[src/design/tdssm_pkg.sv]
// Shared types, constants and glyph functions for the three-digit
// seven-segment display driver. No dependencies.
`timescale 1ns / 1ps

package tdssm_pkg;

    localparam int DIGIT_COUNT = 3;

    localparam logic [7:0] DOT_ON_MASK = 8'b0111_1111;
    localparam logic [7:0] DOT_OFF_BIT = 8'b1000_0000;
    localparam logic [5:0] GLYPH_MINUS = 6'd36;
    localparam logic [5:0] GLYPH_SPACE = 6'd37;
    localparam logic [7:0] RESET_PATTERN = 8'd130;

    localparam logic signed [15:0] NUMBER_MIN = -16'sd99;
    localparam logic signed [15:0] NUMBER_MAX = 16'sd999;

    typedef enum logic [1:0] {
        OP_TICK         = 2'd0,
        OP_WRITE_NUMBER = 2'd1,
        OP_WRITE_CHAR   = 2'd2,
        OP_UNUSED       = 2'd3
    } op_t;

    typedef struct packed {
        logic [1:0]         operation;
        logic signed [15:0] number;
        logic [1:0]         digit_index;
        logic [7:0]         char_code;
        logic               dot_on;
    } item_t;

    typedef struct packed {
        logic [7:0] segment_lines;
        logic [2:0] digit_enables;
    } result_t;

    typedef logic [DIGIT_COUNT-1:0][7:0] pattern_array_t;

    typedef struct packed {
        logic       ok;
        logic [5:0] index;
    } glyph_sel_t;

    // Lit segments, active high, a..g in bits 0..6.
    function automatic logic [6:0] glyph_lit(input logic [5:0] index);
        logic [6:0] lit;
        case (index)
            6'd0:  lit = 7'h3F;
            6'd1:  lit = 7'h06;
            6'd2:  lit = 7'h5B;
            6'd3:  lit = 7'h4F;
            6'd4:  lit = 7'h66;
            6'd5:  lit = 7'h6D;
            6'd6:  lit = 7'h7D;
            6'd7:  lit = 7'h07;
            6'd8:  lit = 7'h7F;
            6'd9:  lit = 7'h6F;
            6'd10: lit = 7'h77;
            6'd11: lit = 7'h7C;
            6'd12: lit = 7'h39;
            6'd13: lit = 7'h5E;
            6'd14: lit = 7'h79;
            6'd15: lit = 7'h71;
            6'd16: lit = 7'h3D;
            6'd17: lit = 7'h74;
            6'd18: lit = 7'h04;
            6'd19: lit = 7'h1E;
            6'd20: lit = 7'h75;
            6'd21: lit = 7'h38;
            6'd22: lit = 7'h15;
            6'd23: lit = 7'h54;
            6'd24: lit = 7'h5C;
            6'd25: lit = 7'h73;
            6'd26: lit = 7'h67;
            6'd27: lit = 7'h50;
            6'd28: lit = 7'h2D;
            6'd29: lit = 7'h78;
            6'd30: lit = 7'h1C;
            6'd31: lit = 7'h1C;
            6'd32: lit = 7'h3E;
            6'd33: lit = 7'h76;
            6'd34: lit = 7'h6E;
            6'd35: lit = 7'h1B;
            6'd36: lit = 7'h40;
            default: lit = 7'h00;
        endcase
        return lit;
    endfunction

    // Stored patterns are active low; the dot sits in bit 7.
    function automatic logic [7:0] glyph_pattern(input logic [5:0] index, input logic dot);
        logic [7:0] p;
        p = {1'b1, ~glyph_lit(index)};
        if (dot)
            p = p & DOT_ON_MASK;
        else
            p = p | DOT_OFF_BIT;
        return p;
    endfunction

    function automatic glyph_sel_t char_to_glyph(input logic [7:0] code);
        glyph_sel_t sel;
        sel.ok    = 1'b1;
        sel.index = GLYPH_SPACE;
        if (code inside {[8'h30:8'h39]})
            sel.index = 6'(code - 8'h30);
        else if (code inside {[8'h41:8'h5A]})
            sel.index = 6'(code - 8'h37);
        else if (code inside {[8'h61:8'h7A]})
            sel.index = 6'(code - 8'h57);
        else if (code == 8'h2D)
            sel.index = GLYPH_MINUS;
        else if (code == 8'h20)
            sel.index = GLYPH_SPACE;
        else
            sel.ok = 1'b0;
        return sel;
    endfunction

endpackage

[src/design/three_digit_seven_segment_mux_unit.sv]
// Top level of the three-digit seven-segment display driver.
// Depends on tdssm_pkg and tdssm_writer.
`timescale 1ns / 1ps

// Usage:
// The req channel carries one command word per handshake (valid high,
// stall low): a scan tick, a number write or a character write. Writes
// update the stored digit patterns at the accepting edge and give no word
// on the rsp channel. A scan tick advances the scan position and yields one
// rsp word holding that digit's active-low segment lines and its active-low
// digit enable.
// Latency: an rsp word is valid in the cycle after its tick is accepted, when the output is free.
// Throughput: one command word per cycle while req_stall is low, set by the
// pattern registers updating at each accepting edge and a two-entry output buffer.
// Reset: the digits show "666" with the dots off, the scan position is 0
// and the output buffer is empty.
// Stall: a stalled rsp word holds steady; one further tick is parked in a
// skid register, and req_stall rises only while that register is full.
// Writes behind a held word are applied at once and never disturb it.

module three_digit_seven_segment_mux_unit (
    input  logic              clk,
    input  logic              rst_n,
    input  logic              req_valid,
    output logic              req_stall,
    input  tdssm_pkg::item_t  req,
    output logic              rsp_valid,
    input  logic              rsp_stall,
    output tdssm_pkg::result_t rsp
);
    import tdssm_pkg::*;

    pattern_array_t patterns_reg;
    pattern_array_t patterns_next;
    pattern_array_t patterns_written;
    logic [1:0]     scan_reg;
    logic [1:0]     scan_next;
    logic           out_valid_reg;
    logic           out_valid_next;
    result_t        out_reg;
    result_t        out_next;
    logic           skid_valid_reg;
    logic           skid_valid_next;
    result_t        skid_reg;
    result_t        skid_next;

    logic           accept;
    logic           tick;
    logic [1:0]     tick_pos;
    result_t        tick_result;
    logic           out_free;

    tdssm_writer u_writer (
        .item          (req),
        .patterns      (patterns_reg),
        .patterns_next (patterns_written)
    );

    always_comb
    begin
        accept   = req_valid && !req_stall;
        tick     = accept && (op_t'(req.operation) == OP_TICK);
        tick_pos = (scan_reg == 2'(DIGIT_COUNT - 1)) ? 2'd0 : 2'(scan_reg + 2'd1);

        tick_result.segment_lines = patterns_reg[tick_pos];
        tick_result.digit_enables = ~(3'b001 << tick_pos);

        patterns_next = accept ? patterns_written : patterns_reg;
        scan_next     = tick ? tick_pos : scan_reg;

        out_free        = !out_valid_reg || !rsp_stall;
        out_valid_next  = out_valid_reg;
        out_next        = out_reg;
        skid_valid_next = skid_valid_reg;
        skid_next       = skid_reg;
        if (out_free)
        begin
            if (skid_valid_reg)
            begin
                out_valid_next  = 1'b1;
                out_next        = skid_reg;
                skid_valid_next = 1'b0;
            end
            else
            begin
                out_valid_next = tick;
                out_next       = tick_result;
            end
        end
        else if (tick)
        begin
            skid_valid_next = 1'b1;
            skid_next       = tick_result;
        end
    end

    always_ff @(posedge clk or negedge rst_n)
    begin
        if (!rst_n)
        begin
            patterns_reg   <= {DIGIT_COUNT{RESET_PATTERN}};
            scan_reg       <= 2'd0;
            out_valid_reg  <= 1'b0;
            skid_valid_reg <= 1'b0;
        end
        else
        begin
            patterns_reg   <= patterns_next;
            scan_reg       <= scan_next;
            out_valid_reg  <= out_valid_next;
            skid_valid_reg <= skid_valid_next;
        end
    end

    always_ff @(posedge clk)
    begin
        out_reg  <= out_next;
        skid_reg <= skid_next;
    end

    assign req_stall = skid_valid_reg;
    assign rsp_valid = out_valid_reg;
    assign rsp       = out_reg;

`ifndef SYNTHESIS
    a_scan_in_range: assert property (@(posedge clk) disable iff (!rst_n)
        scan_reg != 2'd3)
        else $error("scan position left the digit range");

    a_skid_implies_out: assert property (@(posedge clk) disable iff (!rst_n)
        skid_valid_reg |-> out_valid_reg)
        else $error("skid register full while output register is empty");

    a_one_enable: assert property (@(posedge clk) disable iff (!rst_n)
        out_valid_reg |-> ($countones(~out_reg.digit_enables) == 1))
        else $error("output word enables other than exactly one digit");

    a_enable_matches_scan: assert property (@(posedge clk) disable iff (!rst_n)
        (tick && out_free && !skid_valid_reg) |=> (out_reg.digit_enables[scan_reg] == 1'b0))
        else $error("digit enable does not match the scan position");

    a_skid_drains: assert property (@(posedge clk) disable iff (!rst_n)
        (skid_valid_reg && !rsp_stall) |=> (out_valid_reg && !skid_valid_reg))
        else $error("skid register did not move into the output register");
`endif

endmodule

[src/design/tdssm_writer.sv]
// Computes the digit patterns after a number or character write.
// Depends on tdssm_pkg.
`timescale 1ns / 1ps

module tdssm_writer (
    input  tdssm_pkg::item_t          item,
    input  tdssm_pkg::pattern_array_t patterns,
    output tdssm_pkg::pattern_array_t patterns_next
);
    import tdssm_pkg::*;

    logic               in_range;
    logic               negative;
    logic [15:0]        negated;
    logic [9:0]         value;
    logic [15:0]        hundreds_prod;
    logic [3:0]         hundreds;
    logic [9:0]         below_hundred;
    logic [6:0]         two_digits;
    logic [14:0]        tens_prod;
    logic [3:0]         tens;
    logic [6:0]         ones_wide;
    logic [3:0]         ones;
    glyph_sel_t         char_sel;

    always_comb
    begin
        in_range = (item.number >= NUMBER_MIN) && (item.number <= NUMBER_MAX);
        negative = item.number[15];
        negated  = 16'(-item.number);
        value    = item.number[9:0];

        // Multiply by reciprocals: exact for 0..999 and 0..99 respectively.
        hundreds_prod = 16'(value) * 16'd41;
        hundreds      = hundreds_prod[15:12];
        below_hundred = 10'(value - (10'(hundreds) * 10'd100));
        two_digits    = negative ? negated[6:0] : below_hundred[6:0];
        tens_prod     = 15'(two_digits) * 15'd205;
        tens          = tens_prod[14:11];
        ones_wide     = 7'(two_digits - (7'(tens) * 7'd10));
        ones          = ones_wide[3:0];

        char_sel = char_to_glyph(item.char_code);

        patterns_next = patterns;
        case (op_t'(item.operation))
            OP_WRITE_NUMBER:
            begin
                if (in_range)
                begin
                    patterns_next[2] = negative ? glyph_pattern(GLYPH_MINUS, 1'b0)
                                                : glyph_pattern({2'b00, hundreds}, 1'b0);
                    patterns_next[1] = glyph_pattern({2'b00, tens}, 1'b0);
                    patterns_next[0] = glyph_pattern({2'b00, ones}, 1'b0);
                end
            end
            OP_WRITE_CHAR:
            begin
                if (char_sel.ok && item.digit_index != 2'd3)
                    patterns_next[item.digit_index] = glyph_pattern(char_sel.index, item.dot_on);
            end
            default:
            begin
                patterns_next = patterns;
            end
        endcase
    end

endmodule

[config.mk]
export PLATFORM = sky130hd
export DESIGN_NAME = three_digit_seven_segment_mux_unit
export DESIGN_NICKNAME = d
export VERILOG_FILES = /design/src/design/tdssm_pkg.sv /design/src/design/three_digit_seven_segment_mux_unit.sv /design/src/design/tdssm_writer.sv
export SDC_FILE = /design/constraint.sdc
export NUM_CORES = 1
export LEC_CHECK = 0
export ABC_CLOCK_PERIOD_IN_PS = 4580
export BUFFER_PORTS_ARGS = -buffer_cell sky130_fd_sc_hd__buf_4
export CAP_MARGIN = 0
export CORE_UTILIZATION = 57
export DETAILED_ROUTE_END_ITERATION = 8
export PLACE_DENSITY = 0.86
export SKIP_LAST_GASP = 1
export SLEW_MARGIN = 5
export SYNTH_ARGS = -nofsm -noshare
export SYNTH_HDL_FRONTEND = slang
export SYNTH_SLANG_ARGS = --single-unit
[constraint.sdc]
create_clock -name clk -period 4.58 [get_ports clk]
set_input_delay 0.916 -clock clk [delete_from_list [all_inputs] [get_ports clk]]
set_output_delay 0.916 -clock clk [all_outputs]
set_load 0.02 [all_outputs]
==> results.py <==
metrics = {
    "floorplanning": {
        "num_io_pins": 46,
        "die_y_um": 109,
        "start_util_pct": 59.0,
        "core-area_um2": 11000,
        "fp.dieArea_um2": 11800,
        "rows": 38,
        "die_w_um": 109,
    },
    "logic_synthesis": {
        "synth_top_area_share_pct": 20.6,
        "synthFlopType": "edfxtp_1",
        "ys_warn_count": 0,
        "yosys.area.top_type": "ha_1",
        "synth_area_um2": 6480,
        "yosys-top-cells-area": "ha_1 21%, edfxtp_1 10%, dfrtp_1 8.5%, fa_1 4.3%, mux2i_1 4.0%",
        "synth_cell_type_count": 87,
        "synth_fp_nets": 900,
        "syn_avg_cell_area_um2": 8.69,
        "yosys-top-cells-count": "107 x ha_1, 66 x nand2_1, 64 x inv_1, 59 x nor2_1, 50 x a21oi_1",
        "async_flop_share_pct": 56.0,
        "ys_ff_latch": 50,
        "synth-edff-count": 22,
        "yosysSeqAreaShare_pct": 21.1,
        "yosysMostFrequentCell": "ha_1",
        "synth_cells": 746,
    },
    "final_layout": {
        "nFillCells": 579,
        "ff_latch_area_um2": 1370,
        "antennaDiodeCount": 0,
        "syn_to_final_growth_pct": 38.2,
        "nets": 1059,
        "drive_gt1_share_pct": 37.4,
        "largest_reg_flops": 24,
        "multiInputGateArea_um2": 5480,
    },
    "critical_path": {
        "setup.worst_path.end_class": "register",
        "crit_path_max_fanout": 5,
        "crit_type": "input pin to register",
        "crit_family": "adder cells",
        "crit_required_ps": 4780,
        "cpMostUsedCell": "ha_4",
        "timing.critical_path.buf_inv": 7,
        "critPathArrivalTime_ps": 9820,
        "slowest_delay_ps": 610,
        "cp_slowest_cell": "fa_1",
        "cp-start-kind": "input pin",
    },
    "run": {
        "max-cap-violations": 0,
    },
    "route": {
        "avgRoutedWirePerCell_um": 21.9,
        "wl_met3_um": 1850,
        "route.detailed.drc": 0,
        "routed_wl_um": 22900,
        "highest_layer": "met4",
        "viasPerCell": 6.66,
        "antenna_left": 0,
        "drt_iter0_markers": 711,
        "drt-pass1-iter-count": 6,
        "vias": 6969,
        "drt-met1-wl_um": 8290,
        "dr_wl_met2_um": 11300,
    },
    "clock_tree": {
        "cts_tree": "built",
        "path_clk_slew_ps": 70,
        "clock_latency_ps": 290,
        "cts_made_buffers": 5,
        "cts.path.max_buffers": 2,
        "htreeDepth": 2,
        "clock-root-buffer": "clkbuf_16",
        "ctsHoldBuffers": 0,
        "clock-sinks": 50,
    },
    "global_routing": {
        "grtUsageTotal_pct": 35.4,
        "overflow": 0,
        "first_global_vias": 6902,
        "grt_pass1_wl_um": 33000,
        "antenna_found_initial": 0,
        "grt_max_degree": 29,
    },
    "timing": {
        "tightest_slew_ps": 981,
        "slew_viol_final": 0,
        "max_freq_mhz": 104,
        "min_period_ps": 9610,
        "hold_viol": 0,
        "worst_hold_slack_ps": 506,
        "fin_worst_skew_ps": 3.97,
        "fin_crit_sh_pct": 210,
        "setup_violations": 16,
        "rsz0062_at_grt": "true",
        "fin_ws_ps": -5030,
        "slew_headroom_pct": 34.6,
    },
    "hold_path": {
        "holdCritPathClass": "register to register",
    },
    "placement": {
        "place_ws_ps": -5200,
        "dpl.hpwl_um": 14600,
        "portBuffers": 45,
        "place_congestion": 0.932,
    },
    "run_status": {
        "status": "finished, violations left",
        "violations": "setup timing",
    },
}
cell usage in the layout (no fill, tap or decap), types with 6 or more instances in the layout:
cell       instances
a211oi_1          10
a21o_1            10
a21oi_1           39
a21oi_2           11
a31oi_1           10
buf_4            163
buf_6             14
clkbuf_16          6
dfrtp_1           22
dfstp_2            6
edfxtp_1          22
fa_1              11
ha_1              76
ha_4              29
inv_1             56
inv_2              6
mux2_2            13
mux2i_1           24
nand2_1           62
nand2b_1          12
nand3_1           12
nand4_1            8
nor2_1            54
nor3_1            13
o211ai_1           6
o21a_1             6
o21ai_0           30
o21ai_2            8
o31ai_1            7
xnor2_1           10
layout make-up:
cell class / instances / area share [%]
Multi-Input combinational cell: 599 / 61.2
Timing Repair Buffer: 184 / 17.0
Sequential cell: 50 / 15.3
Inverter: 65 / 2.78
Tap cell: 140 / 1.95
Clock buffer: 5 / 1.40
Clock inverter: 3 / 0.489
kinds of logic (layout without fill, tap and decap cells):
| kind of cell | Yosys count | in the layout | share of synthesized area (%) |
|---|---|---|---|
| muxes | 43 | 43 | 7.14 |
| buffers and inverters | 97 | 257 | 5.90 |
| DFF | 50 | 50 | 21.1 |
| and+or+nand+nor | 212 | 212 | 15.9 |
| xor gates and xnor gates | 22 | 22 | 3.70 |
| adders and majority gates | 121 | 121 | 25.0 |
| AOI/OAI and AO/OA | 201 | 201 | 21.3 |
final timing paths:
kind | from | to | slack, ps | depth (start not counted)
min | patterns_reg[7]$_DFFE_PN1P_ | patterns_reg[7]$_DFFE_PN1P_ | 510 | 2
min reg2reg | patterns_reg[7]$_DFFE_PN1P_ | patterns_reg[7]$_DFFE_PN1P_ | 510 | 2
max in group asynchronous | rst_n | patterns_reg[7]$_DFFE_PN1P_ | 3730 | 1
min in group asynchronous | rst_n | patterns_reg[12]$_DFFE_PN0P_ | 540 | 1
max reg2reg | req_stall$_DFFE_PN0P_ | patterns_reg[5]$_DFFE_PN0P_ | 2110 | 5
max | req[13] | patterns_reg[4]$_DFFE_PN0P_ | -5030 | 43
worst register-to-register path, delay by kind of cell, from the launching register on:
kind             cells  cell delay [ps]
AO/OA/AOI/OAI        4             1560
flip-flops           1              600
AND/OR/NAND/NOR      1              190
repair_timing:
item	4_1_cts	5_1_grt
gates cloned	2	1
resized for setup	63	42
buffers inserted	11	8
setup endpoints to repair	14	15
pin swaps	28	18
metrics by stage:
stage / util [%] / instance area [um^2] / TNS (ps) / cells
floorplan: - / 6800 / -64450 / 746
global placement: 73.2 / 8040 / -64480 / 1016
detailed placement: 73.2 / 8040 / -70150 / 1016
CTS: 78.8 / 8650 / -58470 / 1037
global route: 81.6 / 8960 / -68530 / 1046
finish: 81.6 / 8960 / -66380 / 1046
metal layers:
layer / vias up / global-route usage [%]
met4: 0 / 18.1
met2: 497 / 63.9
met3: 148 / 4.78
met5: - / 0
li1: 3045 / -
met1: 3279 / 40.8
Power is left out: the tool's default activity adds up to more than one toggle a clock period on the data nets, which glitch-free logic cannot reach.
